[src/hw/rtl/ssaa_pkg.sv]
// Shared types and constants for the supersampled circle coverage blend.
// Used by every module under hw/rtl; depends on nothing.
`default_nettype none

package ssaa_pkg;

    localparam int unsigned FIELD_XY_W = 12;
    localparam int unsigned COLOR_W    = 24;
    localparam int unsigned LIMIT_W    = 26;  // 16 * radius^2 with an 11-bit radius
    localparam int unsigned APB_AW     = 4;

    // Register indexes (byte address bits 3:2)
    localparam logic [1:0] REG_CENTER_X   = 2'd0;
    localparam logic [1:0] REG_CENTER_Y   = 2'd1;
    localparam logic [1:0] REG_RADIUS     = 2'd2;
    localparam logic [1:0] REG_DRAW_COLOR = 2'd3;

    localparam logic [7:0] ALPHA_OPAQUE = 8'hFF;
    localparam logic [2:0] FULL_SAMPLES = 3'd4;

    typedef struct packed {
        logic [11:0] pixel_x;
        logic [11:0] pixel_y;
        logic [31:0] background_color;
    } pixel_t;

    typedef struct packed {
        logic        write_pixel;
        logic [11:0] out_x;
        logic [11:0] out_y;
        logic [31:0] blended_color;
        logic [2:0]  covered_samples;
    } result_t;

    typedef struct packed {
        logic [11:0] center_x;
        logic [11:0] center_y;
        logic [10:0] radius;
        logic [23:0] draw_color;
    } cfg_t;

    // Covered-sample stage output handed to the blend stage
    typedef struct packed {
        logic        valid;
        logic [2:0]  count;
        logic [11:0] x;
        logic [11:0] y;
        logic [23:0] bg;
    } cover_t;

    // Coverage is count/4, so the per-mille blend reduces to a shift by two.
    function automatic logic [7:0] blend_ch(input logic [7:0] fg, input logic [7:0] bg,
                                            input logic [2:0] count);
        logic [2:0]  inv;
        logic [9:0]  sum;
        inv = FULL_SAMPLES - count;
        sum = 10'(fg * count) + 10'(bg * inv);
        return sum[9:2];
    endfunction

endpackage

`default_nettype wire

[src/hw/rtl/ssaa_cfg.sv]
// APB register file: circle center, radius and draw color.
// Depends on ssaa_pkg.
`default_nettype none

module ssaa_cfg (
    input  wire logic                          clk,
    input  wire logic                          rst_n,
    input  wire logic                          psel,
    input  wire logic                          penable,
    input  wire logic                          pwrite,
    input  wire logic [ssaa_pkg::APB_AW-1:0]   paddr,
    input  wire logic [31:0]                   pwdata,
    output logic      [31:0]                   prdata,
    output logic                               pready,
    output ssaa_pkg::cfg_t                     cfg
);

    ssaa_pkg::cfg_t cfg_reg;
    ssaa_pkg::cfg_t cfg_next;
    logic [1:0]     idx;
    logic           wr_en;

    assign idx    = paddr[3:2];
    assign wr_en  = psel && penable && pwrite;
    assign pready = 1'b1;
    assign cfg    = cfg_reg;

    always_comb
    begin
        cfg_next = cfg_reg;
        if (wr_en)
        begin
            case (idx)
                ssaa_pkg::REG_CENTER_X:   cfg_next.center_x   = pwdata[11:0];
                ssaa_pkg::REG_CENTER_Y:   cfg_next.center_y   = pwdata[11:0];
                ssaa_pkg::REG_RADIUS:     cfg_next.radius     = pwdata[10:0];
                ssaa_pkg::REG_DRAW_COLOR: cfg_next.draw_color = pwdata[23:0];
                default:                  cfg_next = cfg_reg;
            endcase
        end
    end

    always_comb
    begin
        case (idx)
            ssaa_pkg::REG_CENTER_X:   prdata = 32'(cfg_reg.center_x);
            ssaa_pkg::REG_CENTER_Y:   prdata = 32'(cfg_reg.center_y);
            ssaa_pkg::REG_RADIUS:     prdata = 32'(cfg_reg.radius);
            ssaa_pkg::REG_DRAW_COLOR: prdata = 32'(cfg_reg.draw_color);
            default:                  prdata = '0;
        endcase
    end

    always_ff @(posedge clk or negedge rst_n)
    begin
        if (!rst_n)
            cfg_reg <= '0;
        else
            cfg_reg <= cfg_next;
    end

endmodule

`default_nettype wire

[src/hw/rtl/ssaa_cover.sv]
// Sample coverage pipeline: offsets, squares, compare and count (three stages).
// Depends on ssaa_pkg.
`default_nettype none

module ssaa_cover #(
    parameter int unsigned COORD_BITS = 12
) (
    input  wire logic            clk,
    input  wire logic            rst_n,
    input  wire logic            in_valid,
    input  ssaa_pkg::pixel_t     pixel,
    input  ssaa_pkg::cfg_t       cfg,
    output ssaa_pkg::cover_t     samples
);

    localparam int unsigned WB = (COORD_BITS > ssaa_pkg::FIELD_XY_W) ?
                                 COORD_BITS : ssaa_pkg::FIELD_XY_W;
    localparam int unsigned DW = COORD_BITS + 3;        // signed 4u+3
    localparam int unsigned SW = 2 * (COORD_BITS + 2);  // square magnitude
    localparam int unsigned NW = SW + 1;
    localparam int unsigned CW = (NW > ssaa_pkg::LIMIT_W) ? NW : ssaa_pkg::LIMIT_W;

    // ---- stage 1: masked coordinates and sample offsets (units of 1/4 pixel)
    logic [WB-1:0]           px_w, py_w, cx_w, cy_w, pxm_w, pym_w;
    logic [COORD_BITS-1:0]   px, py, cx, cy;
    logic signed [COORD_BITS:0] du, dv;
    logic signed [DW-1:0]    du4, dv4;
    logic signed [DW-1:0]    ax_next, bx_next, ay_next, by_next;
    logic signed [DW-1:0]    ax_reg, bx_reg, ay_reg, by_reg;
    logic                    v1_reg;
    logic [11:0]             x1_reg, y1_reg;
    logic [23:0]             bg1_reg;

    assign px_w  = WB'(pixel.pixel_x);
    assign py_w  = WB'(pixel.pixel_y);
    assign cx_w  = WB'(cfg.center_x);
    assign cy_w  = WB'(cfg.center_y);
    assign px    = px_w[COORD_BITS-1:0];
    assign py    = py_w[COORD_BITS-1:0];
    assign cx    = cx_w[COORD_BITS-1:0];
    assign cy    = cy_w[COORD_BITS-1:0];
    assign pxm_w = WB'(px);
    assign pym_w = WB'(py);

    assign du      = $signed({1'b0, px}) - $signed({1'b0, cx});
    assign dv      = $signed({1'b0, py}) - $signed({1'b0, cy});
    assign du4     = DW'(du) <<< 2;
    assign dv4     = DW'(dv) <<< 2;
    assign ax_next = du4 + DW'(1);
    assign bx_next = du4 + DW'(3);
    assign ay_next = dv4 + DW'(1);
    assign by_next = dv4 + DW'(3);

    always_ff @(posedge clk)
    begin
        ax_reg  <= ax_next;
        bx_reg  <= bx_next;
        ay_reg  <= ay_next;
        by_reg  <= by_next;
        x1_reg  <= pxm_w[11:0];
        y1_reg  <= pym_w[11:0];
        bg1_reg <= pixel.background_color[23:0];
    end

    // Inside test: (4u+a)^2 + (4v+b)^2 <= 16 r^2, exact after dividing out 250^2.
    logic [ssaa_pkg::LIMIT_W-1:0] lim_next, lim_reg;
    logic [21:0]                  r_sq;

    assign r_sq     = 22'(cfg.radius) * 22'(cfg.radius);
    assign lim_next = {r_sq, 4'b0000};

    always_ff @(posedge clk)
    begin
        lim_reg <= lim_next;
    end

    // ---- stage 2: squares
    logic signed [2*DW-1:0] pax, pbx, pay, pby;
    logic [SW-1:0]          sax_reg, sbx_reg, say_reg, sby_reg;
    logic                   v2_reg;
    logic [11:0]            x2_reg, y2_reg;
    logic [23:0]            bg2_reg;

    assign pax = ax_reg * ax_reg;
    assign pbx = bx_reg * bx_reg;
    assign pay = ay_reg * ay_reg;
    assign pby = by_reg * by_reg;

    always_ff @(posedge clk)
    begin
        sax_reg <= SW'(pax);
        sbx_reg <= SW'(pbx);
        say_reg <= SW'(pay);
        sby_reg <= SW'(pby);
        x2_reg  <= x1_reg;
        y2_reg  <= y1_reg;
        bg2_reg <= bg1_reg;
    end

    // ---- stage 3: four distance compares and the count
    logic [CW-1:0] lim_w;
    logic [CW-1:0] d_aa, d_ba, d_ab, d_bb;
    logic [3:0]    hit;
    logic [2:0]    count_next;
    logic          v3_reg;
    logic [2:0]    count3_reg;
    logic [11:0]   x3_reg, y3_reg;
    logic [23:0]   bg3_reg;

    assign lim_w = CW'(lim_reg);
    assign d_aa  = CW'(sax_reg) + CW'(say_reg);
    assign d_ba  = CW'(sbx_reg) + CW'(say_reg);
    assign d_ab  = CW'(sax_reg) + CW'(sby_reg);
    assign d_bb  = CW'(sbx_reg) + CW'(sby_reg);
    assign hit   = {d_bb <= lim_w, d_ab <= lim_w, d_ba <= lim_w, d_aa <= lim_w};
    assign count_next = 3'(hit[0]) + 3'(hit[1]) + 3'(hit[2]) + 3'(hit[3]);

    always_ff @(posedge clk)
    begin
        count3_reg <= count_next;
        x3_reg     <= x2_reg;
        y3_reg     <= y2_reg;
        bg3_reg    <= bg2_reg;
    end

    always_ff @(posedge clk or negedge rst_n)
    begin
        if (!rst_n)
        begin
            v1_reg <= 1'b0;
            v2_reg <= 1'b0;
            v3_reg <= 1'b0;
        end
        else
        begin
            v1_reg <= in_valid;
            v2_reg <= v1_reg;
            v3_reg <= v2_reg;
        end
    end

    assign samples = '{valid: v3_reg, count: count3_reg, x: x3_reg, y: y3_reg, bg: bg3_reg};

endmodule

`default_nettype wire

[src/hw/rtl/ssaa_blend.sv]
// Final stage: per-channel color blend and result register.
// Depends on ssaa_pkg.
`default_nettype none

module ssaa_blend (
    input  wire logic           clk,
    input  wire logic           rst_n,
    input  ssaa_pkg::cover_t    samples,
    input  wire logic [23:0]    draw_color,
    output logic                done,
    output ssaa_pkg::result_t   result
);

    ssaa_pkg::result_t result_next, result_reg;
    logic              done_reg;
    logic [7:0]        red, green, blue;

    assign red   = ssaa_pkg::blend_ch(draw_color[23:16], samples.bg[23:16], samples.count);
    assign green = ssaa_pkg::blend_ch(draw_color[15:8],  samples.bg[15:8],  samples.count);
    assign blue  = ssaa_pkg::blend_ch(draw_color[7:0],   samples.bg[7:0],   samples.count);

    always_comb
    begin
        result_next.out_x           = samples.x;
        result_next.out_y           = samples.y;
        result_next.covered_samples = samples.count;
        result_next.write_pixel     = (samples.count != 3'd0);
        // no coverage: nothing to write, color word forced to zero
        if (samples.count != 3'd0)
            result_next.blended_color = {ssaa_pkg::ALPHA_OPAQUE, red, green, blue};
        else
            result_next.blended_color = '0;
    end

    always_ff @(posedge clk)
    begin
        result_reg <= result_next;
    end

    always_ff @(posedge clk or negedge rst_n)
    begin
        if (!rst_n)
            done_reg <= 1'b0;
        else
            done_reg <= samples.valid;
    end

    assign done   = done_reg;
    assign result = result_reg;

endmodule

`default_nettype wire

[src/hw/rtl/ssaa_circle_coverage_blend.sv]
// Top level of the 4x ordered-grid antialiased circle shader.
// Depends on ssaa_pkg, ssaa_cfg, ssaa_cover and ssaa_blend.
//
// Usage:
//   Pixel channel: drive pixel and pulse start; a transfer happens at each edge
//   with start high and busy low. busy is never raised, so one pixel can be
//   taken every clock.
//   Result channel: done is high for one cycle with result holding the shaded
//   pixel, in input order, once the pixel has passed the pipeline stages below.
//   The receiver must take it in that cycle; there is no back pressure.
//   Pipeline: stage 1 sample offsets, stage 2 the four squaring multipliers,
//   stage 3 the distance compares and count, stage 4 the blend and output
//   register. Throughput is one pixel per cycle.
//   Config: APB registers at byte addresses 0 (center_x), 4 (center_y),
//   8 (radius), 12 (draw_color). Write them only while no pixel is in flight.
//   Reset: rst_n clears the config registers to 0 and the pipeline valid bits;
//   no result is issued until a pixel is transferred after reset.
`default_nettype none

module ssaa_circle_coverage_blend #(
    parameter int unsigned COORD_BITS = 12
) (
    input  wire logic                        clk,
    input  wire logic                        rst_n,
    input  wire logic                        start,
    output logic                             busy,
    input  ssaa_pkg::pixel_t                 pixel,
    output logic                             done,
    output ssaa_pkg::result_t                result,
    input  wire logic                        psel,
    input  wire logic                        penable,
    input  wire logic                        pwrite,
    input  wire logic [ssaa_pkg::APB_AW-1:0] paddr,
    input  wire logic [31:0]                 pwdata,
    output logic      [31:0]                 prdata,
    output logic                             pready
);

    ssaa_pkg::cfg_t   cfg;
    ssaa_pkg::cover_t samples;
    logic             in_xfer;

    assign busy    = 1'b0;
    assign in_xfer = start && !busy;

    ssaa_cfg u_cfg (
        .clk     (clk),
        .rst_n   (rst_n),
        .psel    (psel),
        .penable (penable),
        .pwrite  (pwrite),
        .paddr   (paddr),
        .pwdata  (pwdata),
        .prdata  (prdata),
        .pready  (pready),
        .cfg     (cfg)
    );

    ssaa_cover #(
        .COORD_BITS (COORD_BITS)
    ) u_cover (
        .clk      (clk),
        .rst_n    (rst_n),
        .in_valid (in_xfer),
        .pixel    (pixel),
        .cfg      (cfg),
        .samples  (samples)
    );

    ssaa_blend u_blend (
        .clk        (clk),
        .rst_n      (rst_n),
        .samples    (samples),
        .draw_color (cfg.draw_color),
        .done       (done),
        .result     (result)
    );

    a_latency: assert property (@(posedge clk) disable iff (!rst_n)
        in_xfer |-> ##4 done)
        else $error("pixel transfer without result four cycles later");

    a_count_range: assert property (@(posedge clk) disable iff (!rst_n)
        done |-> (result.covered_samples <= ssaa_pkg::FULL_SAMPLES))
        else $error("covered sample count out of range");

    a_write_flag: assert property (@(posedge clk) disable iff (!rst_n)
        done |-> (result.write_pixel == (result.covered_samples != 3'd0)))
        else $error("write flag disagrees with coverage");

    a_alpha: assert property (@(posedge clk) disable iff (!rst_n)
        (done && result.write_pixel) |->
            (result.blended_color[31:24] == ssaa_pkg::ALPHA_OPAQUE))
        else $error("written pixel is not opaque");

endmodule

`default_nettype wire

[config.mk]
export PLATFORM = sky130hd
export DESIGN_NAME = ssaa_circle_coverage_blend
export DESIGN_NICKNAME = d
export VERILOG_FILES = /design/src/hw/rtl/ssaa_pkg.sv /design/src/hw/rtl/ssaa_cfg.sv /design/src/hw/rtl/ssaa_cover.sv /design/src/hw/rtl/ssaa_blend.sv /design/src/hw/rtl/ssaa_circle_coverage_blend.sv
export SDC_FILE = /design/constraint.sdc
export NUM_CORES = 2
export LEC_CHECK = 0
export BUFFER_PORTS_ARGS = -buffer_cell sky130_fd_sc_hd__buf_4
export CAP_MARGIN = 40
export CORE_MARGIN = 4
export CORE_UTILIZATION = 60
export DETAILED_ROUTE_END_ITERATION = 16
export PLACE_DENSITY_LB_ADDON = 0.1
export SYNTH_ARGS = -nofsm -noshare
export SYNTH_HDL_FRONTEND = slang
export SYNTH_SLANG_ARGS = --single-unit
[constraint.sdc]
create_clock -name clk -period 21.3 [get_ports clk]
set_clock_uncertainty 0.15 [all_clocks]
set_input_delay 3.195 -clock clk [delete_from_list [all_inputs] [get_ports clk]]
set_output_delay 3.195 -clock clk [all_outputs]
set_load 0.005 [all_outputs]
==> impl_metrics.ini <==
[run_status]
status = finished, final reports clean

[synthesis]
synthArstFlopShare_pct = 15.4
synthTopCellsByCount = inv_1, fa_1, ha_1
avgSynthCellArea_um2 = 9.61
ys_ff_latch = 408
synth_top_area_cell = fa_1
synth_ff_type = dfxtp_1
yosysMostFrequentCell = inv_1
syn_inst = 4804
synth_warnings = 0
syn_area_um2 = 46200
synth_top_area_share_pct = 30.3
ys_seq_area_share_pct = 18.4
synth_cell_type_count = 69
synth_edf_count = 0
synthTopCellsByArea = fa_1, ha_1, dfxtp_1

[cts]
clockBufferDepth = 3
cts_made_buffers = 46
cts_sinks = 408
cts_setup_buffers = 0
cts_tree = done
root_buffer = clkbuf_16
h-tree-depth = 2
clkTransAtPathRegs_ns = 0.06
clock_latency_ns = 0.61
hold_buffers = 0
cts_resized = 0

[timing]
period_share_pct = 36.2
fmax_mhz = 130
rsz0062_at_grt = no
tns_ns = 0
setup_ws_ns = 13.59
tightest_slew_ns = 0.887
holdWs_ns = 0.170
period_needed_ns = 7.71
hold_viol_final = 0
finalSetupViolations = 0
slew_violations = 0
slew_headroom_pct = 40.9

[worst_setup_path]
critPathLaunchType = flip-flop
critical_path_arrival_ns = 8.09
rr_worst_depth = 23
required_ns = 21.68
critPathMaxFanout = 12
end_kind = flip-flop
critical_path_class = flip-flop to flip-flop

[die]
die_h_um = 285
rows = 101
die-area_um2 = 81500
die_x_um = 285
initial_utilization_pct = 60.7
core_area_um2 = 76100
io_pins = 193

[final_layout]
largest_reg_flops = 59
area_growth_pct = 8.69
n_fill_cell = 6303
multi_input_area_um2 = 32900
drive_gt1_share_pct = 6.99
finalNetCount = 6398
diodes = 0
seq_area_um2 = 8480

[min_path]
hold_path.class = flip-flop to flip-flop
hold_path_depth = 0

[drt]
via_per_inst = 5.24
vias = 31600
drtIter0Drc = 1504
antenna_left = 0
wl_um = 103000
drc = 0
drt_pass1_iterations = 6
wl_per_cell_um = 17.0

[placement]
place.gp.congestion = 0.890
hpwl_um = 85700
port_buffers = 164
place_ws_ns = 13.60

[grt]
antenna_found_initial = 0
grt_pass1_wl_um = 169000
grt_pass1_vias = 32900
overflow = 0
grt_use_total_pct = 26.0
grt_max_degree = 64

[flow_run]
maxCapViolCount = 0
-- stage by stage --
step | util, % | instance area, um2 | std cells
after floorplan | - | 46200 | 4812
after global placement | 63.8 | 48600 | 5949
after detailed placement | 63.9 | 48600 | 5952
after CTS | 66.0 | 50200 | 6038
after global routing | 66.0 | 50200 | 6039
final | 66.0 | 50200 | 6039
-- final cells by class --
class                   instances  area share, %
well taps                    1030           2.57
repair buffers                196           2.98
flip-flops and latches        408           16.9
clock buffers                  64           2.59
multi-input cells            3128           65.5
clock inverters                22          0.546
inverters                    1191           8.91
-- per-layer routing --
| layer | vias to the layer above | share of wire (%) | track usage, % |
|---|---|---|---|
| li1 | 15200 | - | - |
| met1 | 15500 | 42 | 34.4 |
| met2 | 747 | 48 | 44.1 |
| met3 | 183 | 6.0 | 4.44 |
| met4 | 0 | 3.7 | 8.29 |
| met5 | - | 0 | 0 |
-- cells in the final DEF (no fill, tap or decap), types with 6 or more instances in the layout --
cell type	n
a21boi_0	17
a211oi_1	13
clkbuf_16	47
nor3_1	49
nand2_1	282
o21a_1	29
or3_1	11
a21oi_1	163
nand3_1	39
nor2_1	235
nor2b_1	60
mux4_2	11
ha_1	631
a21o_1	81
and4_1	9
nand2b_1	50
and3_1	31
fa_1	698
or2_2	11
dfxtp_1	345
buf_4	193
clkbuf_1	11
nand4_1	15
mux2_2	42
o211ai_1	12
a31oi_1	20
inv_1	1190
a221o_1	6
clkbuf_8	6
a31o_2	7
o21bai_1	25
clkinv_2	8
conb_1	10
and2_1	95
o21ai_0	131
dfrtp_1	63
xor2_1	67
xnor2_1	208
-- critical path: stages (launching register included) --
cell and delay [ns]:
dfxtp_1 0.82, inv_1 0.47, fa_1 0.63, inv_1 0.06, fa_1 0.53, inv_1 0.05
fa_1 0.48, fa_1 0.55, inv_1 0.05, fa_1 0.47, inv_1 0.06, fa_1 0.47
inv_1 0.04, ha_1 0.32, a21oi_1 0.16, nor2b_1 0.06, a311oi_1 0.64, a211oi_1 0.29
o31a_1 0.43, o211a_1 0.30, o21ai_0 0.17, nand2b_1 0.11, a21oi_1 0.19, xnor2_1 0.13
-- kinds of logic (layout without fill, tap and decap cells) --
group                    after synthesis  after routing  synth area share, %
adder cells (fa/ha/maj)             1329           1329                 47.4
buffers and inverters               1276           1473                 10.5
AND/OR/NAND/NOR                      901            901                 9.23
AO/OA/AOI/OAI                        558            558                 7.69
flip-flops                           408            408                 18.4
XOR/XNOR                             275            275                 5.22
multiplexers                          55             55                 1.61
other                                  2             10               0.0163
-- worst paths after layout --
path | slack, ns | endpoint | startpoint
min in group asynchronous | 2.52 | u_cfg.cfg[23]$_DFFE_PN0P_ | rst_n
max in group asynchronous | 17.91 | u_cfg.cfg[39]$_DFFE_PN0P_ | rst_n
min | 0.17 | u_cover.y3_reg[11]$_DFF_P_ | u_cover.y2_reg[11]$_DFF_P_
max reg2reg | 13.59 | u_cover.sby_reg[27]$_DFF_P_ | u_cover.by_reg[10]$_DFF_P_
min reg2reg | 0.17 | u_cover.y3_reg[11]$_DFF_P_ | u_cover.y2_reg[11]$_DFF_P_
max | 13.59 | u_cover.sby_reg[27]$_DFF_P_ | u_cover.by_reg[10]$_DFF_P_
Power is left out: the tool's default activity adds up to more than one toggle a clock period on the data nets, which glitch-free logic cannot reach.
